==> config.mk <==
export PLATFORM = sky130hd
export DESIGN_NAME = modular_exponentiation_core
export DESIGN_NICKNAME = d
export VERILOG_FILES = /design/src/sv/mexp_pkg.sv /design/src/sv/mexp_dp.sv /design/src/sv/mexp_ctrl.sv /design/src/sv/modular_exponentiation_core.sv
export SDC_FILE = /design/constraint.sdc
export NUM_CORES = 1
export LEC_CHECK = 0
export ABC_CLOCK_PERIOD_IN_PS = 7900
export BUFFER_PORTS_ARGS = -buffer_cell sky130_fd_sc_hd__buf_2
export CAP_MARGIN = 10
export CORE_MARGIN = 2
export CORE_UTILIZATION = 55
export DETAILED_ROUTE_END_ITERATION = 8
export MAX_ROUTING_LAYER = met4
export PLACE_DENSITY = 0.74
export SLEW_MARGIN = 10
export SYNTH_ARGS = -nofsm -noshare
export SYNTH_HDL_FRONTEND = slang
export SYNTH_SLANG_ARGS = --single-unit
export TNS_END_PERCENT = 50
==> constraint.sdc <==
create_clock -name aclk -period 7.9 [get_ports aclk]
set_clock_uncertainty 0.2 [all_clocks]
set_input_delay 1.58 -clock aclk [delete_from_list [all_inputs] [get_ports aclk]]
set_output_delay 1.58 -clock aclk [all_outputs]
set_load 0.05 [all_outputs]
==> src/sv/mexp_pkg.sv <==
`timescale 1ns / 1ps
// ----------------------------------------------------------------------------
// mexp_pkg
// Shared widths, reset value and controller/datapath interface types for the
// modular exponentiation core.
// ----------------------------------------------------------------------------
package mexp_pkg;

    localparam int MOD_W  = 32;
    localparam int EXP_W  = 63;
    localparam int BASE_W = 63;
    localparam int CNT_W  = $clog2(BASE_W);

    localparam logic [MOD_W-1:0] MOD_RESET = MOD_W'(1000000007);

    // Product selection for the shared modular multiplier
    typedef enum logic {
        MM_SEL_MUL = 1'b0,   // result * square
        MM_SEL_SQR = 1'b1    // square * square
    } mm_sel_t;

    typedef struct packed {
        logic    load;        // capture input transfer
        logic    red_step;    // one bit of base reduction
        logic    mm_start;    // load multiplier operands
        mm_sel_t mm_sel;
        logic    mm_step;     // one bit of shift-and-add
        logic    commit_mul;  // result <= product
        logic    commit_sqr;  // square <= product
        logic    exp_shift;   // advance exponent by one bit
        logic    out_load;    // load output register
    } dp_cmd_t;

    typedef struct packed {
        logic mod_small;      // modulus below two
        logic zero_case;      // base and effective exponent both zero
        logic exp_zero;
        logic exp_lsb;
        logic exp_next_zero;  // exponent shifted right is zero
        logic mm_done;        // multiplier operand exhausted
    } dp_sts_t;

endpackage

==> src/sv/mexp_dp.sv <==
`timescale 1ns / 1ps
// ----------------------------------------------------------------------------
// mexp_dp
// Datapath: modulus register, bit-serial base reduction, shift-and-add
// modular multiplier, exponent shifter and output data register.
// ----------------------------------------------------------------------------
module mexp_dp
    import mexp_pkg::*;
(
    input  logic              aclk,
    input  logic              aresetn,
    input  logic              cfg_wr_en,
    input  logic [MOD_W-1:0]  cfg_wr_data,
    input  logic              s_cmd,
    input  logic [BASE_W-1:0] s_base,
    input  logic [EXP_W-1:0]  s_exponent,
    input  dp_cmd_t           cmd,
    output dp_sts_t           sts,
    output logic [MOD_W-1:0]  m_power_result
);

    logic [MOD_W-1:0]  mod_reg;
    logic [BASE_W-1:0] base_reg;
    logic [EXP_W-1:0]  exp_reg;
    logic [MOD_W-1:0]  res_reg;
    logic [MOD_W-1:0]  sq_reg;     // also the running remainder during reduction
    logic [MOD_W-1:0]  acc_reg;
    logic [MOD_W-1:0]  x_reg;
    logic [MOD_W-1:0]  y_reg;
    logic              zero_reg;
    logic [MOD_W-1:0]  out_reg;

    logic [EXP_W-1:0]  exp_eff;
    logic [MOD_W:0]    rem_shift;
    logic [MOD_W-1:0]  rem_next;
    logic [MOD_W-1:0]  acc_next;
    logic [MOD_W-1:0]  x_next;

    // (a + b) mod m for a, b < m without growing past the modulus width
    function automatic logic [MOD_W-1:0] add_mod(
        input logic [MOD_W-1:0] a,
        input logic [MOD_W-1:0] b,
        input logic [MOD_W-1:0] m
    );
        logic [MOD_W-1:0] room;
        room = m - b;
        return (a >= room) ? (a - room) : (a + b);
    endfunction

    always_comb begin
        exp_eff   = s_cmd ? {{(EXP_W-MOD_W){1'b0}}, mod_reg - MOD_W'(2)} : s_exponent;
        rem_shift = {sq_reg, base_reg[BASE_W-1]};
        rem_next  = (rem_shift >= {1'b0, mod_reg}) ?
                    MOD_W'(rem_shift - {1'b0, mod_reg}) : MOD_W'(rem_shift);
        acc_next  = y_reg[0] ? add_mod(acc_reg, x_reg, mod_reg) : acc_reg;
        x_next    = add_mod(x_reg, x_reg, mod_reg);
    end

    always_ff @(posedge aclk) begin
        if (!aresetn) begin
            mod_reg <= MOD_RESET;
        end else if (cfg_wr_en) begin
            mod_reg <= cfg_wr_data;
        end
    end

    always_ff @(posedge aclk) begin
        if (cmd.load) begin
            base_reg <= s_base;
            exp_reg  <= exp_eff;
            zero_reg <= (s_base == '0) && (exp_eff == '0);
            sq_reg   <= '0;
            res_reg  <= MOD_W'(1);
        end else begin
            if (cmd.red_step) begin
                sq_reg   <= rem_next;
                base_reg <= base_reg << 1;
            end
            if (cmd.commit_mul) begin
                res_reg <= acc_reg;
            end
            if (cmd.commit_sqr) begin
                sq_reg <= acc_reg;
            end
            if (cmd.exp_shift) begin
                exp_reg <= exp_reg >> 1;
            end
        end

        if (cmd.mm_start) begin
            acc_reg <= '0;
            x_reg   <= sq_reg;
            y_reg   <= (cmd.mm_sel == MM_SEL_MUL) ? res_reg : sq_reg;
        end else if (cmd.mm_step) begin
            acc_reg <= acc_next;
            x_reg   <= x_next;
            y_reg   <= y_reg >> 1;
        end

        if (cmd.out_load) begin
            out_reg <= (zero_reg || (mod_reg < MOD_W'(2))) ? '0 : res_reg;
        end
    end

    always_comb begin
        sts.mod_small     = (mod_reg < MOD_W'(2));
        sts.zero_case     = zero_reg;
        sts.exp_zero      = (exp_reg == '0);
        sts.exp_lsb       = exp_reg[0];
        sts.exp_next_zero = (exp_reg[EXP_W-1:1] == '0);
        sts.mm_done       = (y_reg == '0);
    end

    assign m_power_result = out_reg;

endmodule

==> src/sv/mexp_ctrl.sv <==
`timescale 1ns / 1ps
// ----------------------------------------------------------------------------
// mexp_ctrl
// Controller: sequences base reduction, the square-and-multiply loop and the
// output handshake.
// ----------------------------------------------------------------------------
module mexp_ctrl
    import mexp_pkg::*;
(
    input  logic    aclk,
    input  logic    aresetn,
    input  logic    s_valid,
    output logic    s_ready,
    output logic    m_valid,
    input  logic    m_ready,
    input  dp_sts_t sts,
    output dp_cmd_t cmd
);

    typedef enum logic [2:0] {
        S_IDLE,
        S_RED,
        S_CHK,
        S_MUL,
        S_SQR,
        S_OUT
    } state_t;

    state_t           state_reg, state_next;
    logic [CNT_W-1:0] cnt_reg, cnt_next;
    logic             m_valid_reg, m_valid_next;

    always_comb begin
        state_next   = state_reg;
        cnt_next     = cnt_reg;
        m_valid_next = m_valid_reg && !m_ready;
        cmd          = '0;

        case (state_reg)
            S_IDLE: begin
                if (s_valid) begin
                    cmd.load   = 1'b1;
                    cnt_next   = '0;
                    state_next = S_RED;
                end
            end
            S_RED: begin
                cmd.red_step = 1'b1;
                cnt_next     = cnt_reg + CNT_W'(1);
                if (cnt_reg == CNT_W'(BASE_W - 1)) begin
                    state_next = S_CHK;
                end
            end
            S_CHK: begin
                if (sts.mod_small || sts.zero_case || sts.exp_zero) begin
                    state_next = S_OUT;
                end else if (sts.exp_lsb) begin
                    cmd.mm_start = 1'b1;
                    cmd.mm_sel   = MM_SEL_MUL;
                    state_next   = S_MUL;
                end else begin
                    cmd.mm_start = 1'b1;
                    cmd.mm_sel   = MM_SEL_SQR;
                    state_next   = S_SQR;
                end
            end
            S_MUL: begin
                if (!sts.mm_done) begin
                    cmd.mm_step = 1'b1;
                end else begin
                    cmd.commit_mul = 1'b1;
                    if (sts.exp_next_zero) begin
                        // last set bit: the final square is not needed
                        cmd.exp_shift = 1'b1;
                        state_next    = S_OUT;
                    end else begin
                        cmd.mm_start = 1'b1;
                        cmd.mm_sel   = MM_SEL_SQR;
                        state_next   = S_SQR;
                    end
                end
            end
            S_SQR: begin
                if (!sts.mm_done) begin
                    cmd.mm_step = 1'b1;
                end else begin
                    cmd.commit_sqr = 1'b1;
                    cmd.exp_shift  = 1'b1;
                    state_next     = S_CHK;
                end
            end
            S_OUT: begin
                // hold until the output register is free
                if (!m_valid_reg || m_ready) begin
                    cmd.out_load = 1'b1;
                    m_valid_next = 1'b1;
                    state_next   = S_IDLE;
                end
            end
            default: begin
                state_next = S_IDLE;
            end
        endcase
    end

    always_ff @(posedge aclk) begin
        if (!aresetn) begin
            state_reg   <= S_IDLE;
            cnt_reg     <= '0;
            m_valid_reg <= 1'b0;
        end else begin
            state_reg   <= state_next;
            cnt_reg     <= cnt_next;
            m_valid_reg <= m_valid_next;
        end
    end

    assign s_ready = (state_reg == S_IDLE);
    assign m_valid = m_valid_reg;

endmodule

==> src/sv/modular_exponentiation_core.sv <==
`timescale 1ns / 1ps
// ----------------------------------------------------------------------------
// modular_exponentiation_core
// Computes base^exponent mod modulus by right-to-left square and multiply;
// inverse operation uses exponent modulus-2.
// ----------------------------------------------------------------------------
//  channel   direction  handshake              payload
//  s_        in         s_valid / s_ready      s_cmd, s_base, s_exponent
//  m_        out        m_valid / m_ready      m_power_result
//  cfg_      in         cfg_wr_en              cfg_wr_data (modulus)
//
//  One item at a time. Base reduction produces one remainder bit per cycle,
//  then each exponent bit below its top set bit costs a square and each set
//  bit a multiply on the shared shift-and-add unit, with a check step before
//  each bit.
//  Reset is synchronous and restores the modulus to 1000000007.
//  A finished result waits in the output register; a new item is taken
//  meanwhile and stalls only at its own output load.
// ----------------------------------------------------------------------------
module modular_exponentiation_core
    import mexp_pkg::*;
(
    input  logic              aclk,
    input  logic              aresetn,
    input  logic              cfg_wr_en,
    input  logic [MOD_W-1:0]  cfg_wr_data,
    input  logic              s_valid,
    output logic              s_ready,
    input  logic              s_cmd,
    input  logic [BASE_W-1:0] s_base,
    input  logic [EXP_W-1:0]  s_exponent,
    output logic              m_valid,
    input  logic              m_ready,
    output logic [MOD_W-1:0]  m_power_result
);

    dp_cmd_t dp_cmd;
    dp_sts_t dp_sts;

    mexp_ctrl u_ctrl (
        .aclk    (aclk),
        .aresetn (aresetn),
        .s_valid (s_valid),
        .s_ready (s_ready),
        .m_valid (m_valid),
        .m_ready (m_ready),
        .sts     (dp_sts),
        .cmd     (dp_cmd)
    );

    mexp_dp u_dp (
        .aclk           (aclk),
        .aresetn        (aresetn),
        .cfg_wr_en      (cfg_wr_en),
        .cfg_wr_data    (cfg_wr_data),
        .s_cmd          (s_cmd),
        .s_base         (s_base),
        .s_exponent     (s_exponent),
        .cmd            (dp_cmd),
        .sts            (dp_sts),
        .m_power_result (m_power_result)
    );

endmodule

==> results of run 1 <==
-- synth_stat cells, types with 52 or more instances --
master and count:
o21ai_0 159, ha_1 152, nand2_1 538, clkbuf_1 93, nor2_1 174, mux2i_1 86
a21oi_1 223, nand3_1 57, nor4_1 63, inv_1 125, a21o_1 62, o21ai_1 66
edfxtp_1 223, nor3_1 52, xnor2_1 107, dfxtp_1 138
-- layout make-up --
type	instances	share of cell area (%)
multi-input combinational	2330	52.6
sequential	361	34.1
timing repair buffer	217	4.09
clock inverter	21	0.712
clock buffer	54	4.09
antenna	1	0.00901
tap	600	2.70
inverter	127	1.73
-- worst paths after layout --
kind | to | startpoint | depth (start not counted)
worst max-delay path | u_dp.acc_reg[18]$_SDFFE_PP0P_ | u_dp.x_reg[1]$_DFFE_PP_ | 23
worst min-delay path | u_dp.res_reg[13]$_SDFFE_PP0P_ | u_dp.res_reg[13]$_SDFFE_PP0P_ | 2
worst max register to register | u_dp.acc_reg[18]$_SDFFE_PP0P_ | u_dp.x_reg[1]$_DFFE_PP_ | 23
worst min register to register | u_dp.res_reg[13]$_SDFFE_PP0P_ | u_dp.res_reg[13]$_SDFFE_PP0P_ | 2
-- worst register-to-register path, stage by stage, from the launching register on --
cell and delay, ns:
edfxtp_1 0.48, inv_1 0.15, fa_1 0.48, a21oi_1 0.21
nor2_1 0.13, o21bai_1 0.39, a31o_2 0.30, nand2_1 0.13
a21oi_1 0.17, nor2b_1 0.06, o21ai_0 0.16, nand2b_1 0.11
a21o_1 0.18, a21o_1 0.19, xnor2_1 0.24, ha_1 0.35
nand2_1 0.17, nor3_1 0.06, a2111oi_0 0.36, o21ai_0 0.20
a21oi_4 0.34, buf_4 0.54, o21ai_0 0.22, a221oi_1 0.35
-- routing by layer --
layer / GRT usage (%) / wire (um) / vias up / part of all wire (%)
li1: - / - / 10900 / -
met1: 47.4 / 34400 / 10900 / 43
met2: 48.3 / 33700 / 1043 / 42
met3: 5.82 / 7630 / 162 / 9.6
met4: 14.9 / 3780 / 0 / 4.8
met5: - / 0 / - / 0
-- cell families after synthesis --
kind of cell	Yosys count	share of synthesized area, %
adders and majority gates	165	8.32
buffers and inverters	267	4.35
muxes	90	3.61
and+or+nand+nor	1141	21.3
AOI/OAI and AO/OA	782	19.3
xor gates and xnor gates	152	5.36
DFF	361	37.7
-- power groups by stage --
stage	Clock, mW	Combinational, mW	Sequential (mW)
after global placement	0	6.81	3.47
after floorplan	0	5.53	3.21
after global routing	2.02	7.85	3.53
final	1.93	7.11	3.49
after detailed placement	0	6.94	3.48
after CTS	1.95	6.97	3.45
-- layout by cell type (no fill, tap or decap), types with 11 or more instances in the layout --
| master | instances |
|---|---|
| o21ai_1 | 66 |
| or3_1 | 11 |
| mux2i_1 | 86 |
| ha_1 | 152 |
| nor3_1 | 51 |
| nand2_1 | 536 |
| a22oi_1 | 28 |
| edfxtp_1 | 223 |
| xor2_1 | 44 |
| o21a_1 | 14 |
| nor4_1 | 63 |
| buf_4 | 20 |
| buf_2 | 197 |
| a211oi_1 | 33 |
| dfxtp_1 | 138 |
| o22ai_1 | 36 |
| o211ai_1 | 31 |
| nand3_1 | 57 |
| clkbuf_16 | 42 |
| and2_1 | 48 |
| a21oi_1 | 221 |
| nand2b_1 | 31 |
| nand4_1 | 47 |
| nand3b_1 | 34 |
| nor2_1 | 172 |
| a31oi_1 | 28 |
| o21bai_1 | 22 |
| xnor2_1 | 107 |
| o21ai_0 | 158 |
| nor2b_1 | 42 |
| inv_1 | 125 |
| a21o_1 | 61 |
==> out/metrics.cfg, run 1 <==
[placed_design]
pre_cts_ws_ns = 1.74
dpl.cell_count = 3635
place.gp.congestion = 1.04
hpwl_um = 60600
placed_cell_area_sq_um = 26400
io_buffers = 197

[hold_path]
hp-class = flop to flop

[die]
fp.dieH_um = 218
core_area_sq_um = 45200
die-area_sq_um = 47300
fp-row-count = 78
initial_core_util_pct = 55.5
die_x_um = 218
io_pins = 198

[power]
combPwrFrac_pct = 56.7
clkPwrFrac_pct = 15.4
powerDensity_nw_per_um2 = 451
finalPower_mw = 12.5
ir_worst_vdd_v = 0.000322
power.switching_mw = 5.83
p_int_mw = 6.70
p_sw_share_pct = 46.5
p_seq_share_pct = 27.9
leakage_nw = 11.7

[logic_synthesis]
netlist.area_leader.share_pct = 26.7
yosysUniqueCellTypes = 92
ys_seq_area_share_pct = 37.7
synth_nets = 3279
syn_avg_cell_area_sq_um = 8.48
syn_inst = 2958
synth_top_area_cell = edfxtp_1
synth_edf_count = 223
synth_flop_cell = edfxtp_1
yosys-top-cells-area = edfxtp_1 (27%), dfxtp_1 (11%), nand2_1 (8.1%), ha_1 (7.6%), a21oi_1 (4.4%)
synth_async_sr_flop_share_pct = 0
yosysWarnings = 0
synth_seq_cells = 361
syn_area_sq_um = 25100

[timing]
tns_ns = 0
whs_ns = 0.267
slew_viol_final = 0
min_period_over_period_pct = 79.6
setup_viol = 0
layout_setup_ws_ns = 1.61
hold_viol_final = 0
finalCriticalPeriod_ns = 6.29
rsz0062_at_grt = no
tightest_slew_ns = 1.20
timing.fmax_mhz = 159
relSlewSlack_pct = 20.0

[global_routing]
grt_pass1_wl_um = 121000
track_usage_pct = 33.9
antenna_found_initial = 2
grt.overflow.total = 0
first_global_vias = 21400
grt_max_degree = 104

[drt]
drcViolationCount = 0
vias = 23000
routedWlPerCell_um = 21.4
dr.pass1.iters = 6
vias_per_cell = 6.19
postRouteAntennaNets = 0
drt_iter0_drc = 2385
wirelength_um = 79500

[cts]
cts_hold_buf = 0
cts.repair.resized = 0
cts-htree-levels = 2
cts_tree = built
cts_buffers = 41
cts.sink_count = 361
worst_skew_pair.late_latency_ns = 0.60
path_clk_slew_ns = 0.07
post-cts-setup-buffers = 0
clock-root-buffer = clkbuf_16
clock_path_buffers = 3

[setup_path]
crit_top_cell = o21ai_0
cp_slowest_stage_delay_ns = 0.54
critPathBufInv = 2
end_kind = flop
path_cells = inv_1, fa_1, a21oi_1, nor2_1, o21bai_1, a31o_2, nand2_1, a21oi_1, nor2b_1, o21ai_0, nand2b_1, a21o_1, a21o_1, xnor2_1, ha_1, nand2_1, nor3_1, a2111oi_0, o21ai_0, a21oi_4, buf_4, o21ai_0, a221oi_1
crit_type = flop to flop
cp.required_ns = 8.17
path_delay_family = compound AO/OA/AOI/OAI gates
slowest_stage = buf_4
path_max_fanout = 52
r2r_slack_ns = 1.61
cp.arrival_ns = 6.56
critPathLaunchType = flop

[cells_and_area]
fin_util_pct = 61.4
regArea_sq_um = 9460
final_nets = 3399
drive_above_1_share_pct = 10.9
area_growth_syn_to_layout_pct = 10.7
fill_cells = 3956
final_area_sq_um = 27800
multiInputGateArea_sq_um = 14600
post_layout_nonfiller_instances = 3711

[outcome]
status = complete, no violations

[flow_run]
timing.max_cap.violations = 0

Note: power is estimated with default switching activity, not from simulation.
==> run 2: changes to the inputs <==
--- a/config.mk
+++ b/config.mk
@@ -5,7 +5,8 @@
 export SDC_FILE = /design/constraint.sdc
 export NUM_CORES = 1
 export LEC_CHECK = 0
-export ABC_CLOCK_PERIOD_IN_PS = 7900
+export ABC_AREA = 1
+export ABC_CLOCK_PERIOD_IN_PS = 6300
 export BUFFER_PORTS_ARGS = -buffer_cell sky130_fd_sc_hd__buf_2
 export CAP_MARGIN = 10
 export CORE_MARGIN = 2
==> constraint.sdc (replaced) <==
create_clock -name aclk -period 6.3 [get_ports aclk]
set_clock_uncertainty 0.2 [all_clocks]
set_input_delay 1.26 -clock aclk [delete_from_list [all_inputs] [get_ports aclk]]
set_output_delay 1.26 -clock aclk [all_outputs]
set_load 0.05 [all_outputs]
==> out/metrics.cfg, run 2 <==
[logic_synthesis]
synth_async_sr_flop_share_pct = 0
yosysUniqueCellTypes = 59
syn_inst = 3667
syn_area_sq_um = 26400
synth_flop_cell = edfxtp_1
netlist.area_leader.share_pct = 25.4
synth_edf_count = 223
synth_nets = 3988
syn_avg_cell_area_sq_um = 7.20
synth_top_area_cell = edfxtp_1
ys_seq_area_share_pct = 35.8
synth_common_cells = nand2_1 (947), inv_1 (470), a21oi_1 (313), o21ai_0 (313), nor2_1 (250)
synth_most_common_cell = nand2_1
synth_seq_cells = 361
yosys-top-cells-area = edfxtp_1 (25%), nand2_1 (13%), dfxtp_1 (10%), ha_1 (7.2%), inv_1 (6.7%)
yosysWarnings = 0

[setup_path]
reg2reg_from = u_dp.x_reg[6]$_DFFE_PP_
r2r_slack_ns = 0.87
cp.arrival_ns = 5.54
critPathLaunchType = flop
cp-endpoint = u_dp.x_reg[19]$_DFFE_PP_
cp.required_ns = 6.41
rr_worst_depth = 27
rr_endpoint = u_dp.x_reg[19]$_DFFE_PP_
path_max_fanout = 44
startpoint = u_dp.x_reg[6]$_DFFE_PP_
crit_type = flop to flop
end_kind = flop

[power]
clkPwrFrac_pct = 14.6
power.switching_mw = 8.25
p_sw_share_pct = 50.5
p_int_mw = 8.08
powerDensity_nw_per_um2 = 560
combPwrFrac_pct = 58.9
ir_worst_vdd_v = 0.000439
leakage_nw = 13.2
p_seq_share_pct = 26.5

[global_routing]
grt_pass1_wl_um = 143000
first_global_vias = 24500
grt.overflow.total = 0
grt_max_degree = 225
track_usage_pct = 38.8
antenna_found_initial = 10

[timing]
timing.fmax_mhz = 184
slew_viol_final = 0
whs_ns = 0.272
tns_ns = 0
finalCriticalPeriod_ns = 5.43
tightest_slew_ns = 1.09
setup_viol = 0
hold_viol_final = 0
layout_setup_ws_ns = 0.871
rsz0062_at_grt = no
min_period_over_period_pct = 86.2
relSlewSlack_pct = 27.6

[die]
fp.dieH_um = 223
die-area_sq_um = 49700
initial_core_util_pct = 55.5
io_pins = 198
die_x_um = 223
fp-row-count = 80
core_area_sq_um = 47500

[cts]
post-cts-setup-buffers = 0
path_clk_slew_ns = 0.07
clock_path_buffers = 3
clock-root-buffer = clkbuf_16
cts-htree-levels = 2
cts.sink_count = 361
cts.repair.resized = 0
worst_skew_pair.late_latency_ns = 0.57
cts_hold_buf = 0
cts_tree = built
cts_buffers = 40

[drt]
drt_iter0_drc = 2824
postRouteAntennaNets = 0
vias = 26400
wirelength_um = 95800
routedWlPerCell_um = 21.5
drcViolationCount = 0
dr.pass1.iters = 6
vias_per_cell = 5.92

[cells_and_area]
layout_commonest_cell = nand2_1
final_area_sq_um = 29200
fill_cells = 4535
final_nets = 4130
layout_common_cells = nand2_1 (942), inv_1 (469), a21oi_1 (313), o21ai_0 (313), nor2_1 (247)
drive_above_1_share_pct = 10.4
area_growth_syn_to_layout_pct = 10.6

[hold_path]
hp-class = flop to flop
min_path_cells = 2

[placed_design]
pre_cts_ws_ns = 0.972
placed_cell_area_sq_um = 27900
hpwl_um = 75500
place.gp.congestion = 1.03
io_buffers = 197

[flow_run]
timing.max_cap.violations = 0

[outcome]
status = complete, no violations

## run 2: cell families after synthesis
family          count (synthesis)  synth area share, %
compound gates                773                 16.1
buf+inv                       602                 8.92
mux                             2               0.0759
fa+ha+maj                     157                 7.59
xor+xnor                      138                 4.58
flops                         361                 35.8
simple gates                 1634                 26.9
## run 2: area by class of cell
class | count | area [sq um] | area share (%)
Multi-Input combinational cell | 2704 | 14600 | 50.1
Sequential cell | 361 | 9460 | 32.4
Inverter | 479 | 1800 | 6.18
Timing Repair Buffer | 223 | 1230 | 4.22
Clock buffer | 50 | 1060 | 3.63
Tap cell | 615 | 769 | 2.64
Clock inverter | 22 | 228 | 0.780
Antenna cell | 10 | 25.0 | 0.0857
## run 2: metal layers
layer / share of wire [%] / track usage [%] / up-vias
met5: 0 / - / -
met1: 42 / 51.3 / 12300
met3: 9.4 / 6.69 / 219
met2: 44 / 58.4 / 1286
li1: - / - / 12600
met4: 5.0 / 17.3 / 0
## run 2: critical path, stage by stage (launching register included)
cell      delay, ns
edfxtp_1       0.45
inv_1          0.10
ha_1           0.37
nand2_1        0.12
nor2_1         0.14
nand3_1        0.10
nand2_1        0.19
nand2_1        0.14
nand3_2        0.13
nand3_1        0.11
nand2_1        0.14
nand3_1        0.08
nand2_1        0.11
nand3_1        0.08
nand2_1        0.10
a21oi_1        0.07
nor2_1         0.08
nor2_1         0.05
xor2_1         0.15
ha_1           0.34
inv_1          0.09
nor4_1         0.73
nand3_1        0.16
nand4_1        0.30
buf_12         0.27
nand2_1        0.10
o211ai_1       0.16
nand2_1        0.08
## run 2: power groups by stage
| stage | clock network, mW | logic (mW) | registers, mW |
|---|---|---|---|
| floorplan | 0 | 6.86 | 4.01 |
| global placement | 0 | 9.35 | 4.29 |
| detailed placement | 0 | 9.32 | 4.31 |
| CTS | 2.40 | 9.39 | 4.27 |
| global route | 2.48 | 10.6 | 4.35 |
| finish | 2.39 | 9.62 | 4.32 |
## run 2: through the flow
step | util, % | cells | total power, mW
final | 61.4 | 4464 | 16.3
after global routing | 61.4 | 4463 | 17.4
after CTS | 61.3 | 4454 | 16.1
after detailed placement | 58.6 | 4382 | 13.6
after global placement | 58.6 | 4382 | 13.6
after floorplan | - | 3667 | 10.9
## run 2: how the worst min path moves through the flow
stage / from / end / slack [ns]
after detailed placement: u_dp.res_reg[28]$_SDFFE_PP0P_ / u_dp.res_reg[28]$_SDFFE_PP0P_ / 0.26
after global routing: u_dp.res_reg[23]$_SDFFE_PP0P_ / u_dp.res_reg[23]$_SDFFE_PP0P_ / 0.30
after floorplan: u_dp.res_reg[10]$_SDFFE_PP0P_ / u_dp.res_reg[10]$_SDFFE_PP0P_ / 0.24
after global placement: u_dp.res_reg[27]$_SDFFE_PP0P_ / u_dp.res_reg[27]$_SDFFE_PP0P_ / 0.26
after CTS: u_dp.res_reg[28]$_SDFFE_PP0P_ / u_dp.res_reg[28]$_SDFFE_PP0P_ / 0.27
final: u_dp.res_reg[30]$_SDFFE_PP0P_ / u_dp.res_reg[30]$_SDFFE_PP0P_ / 0.27
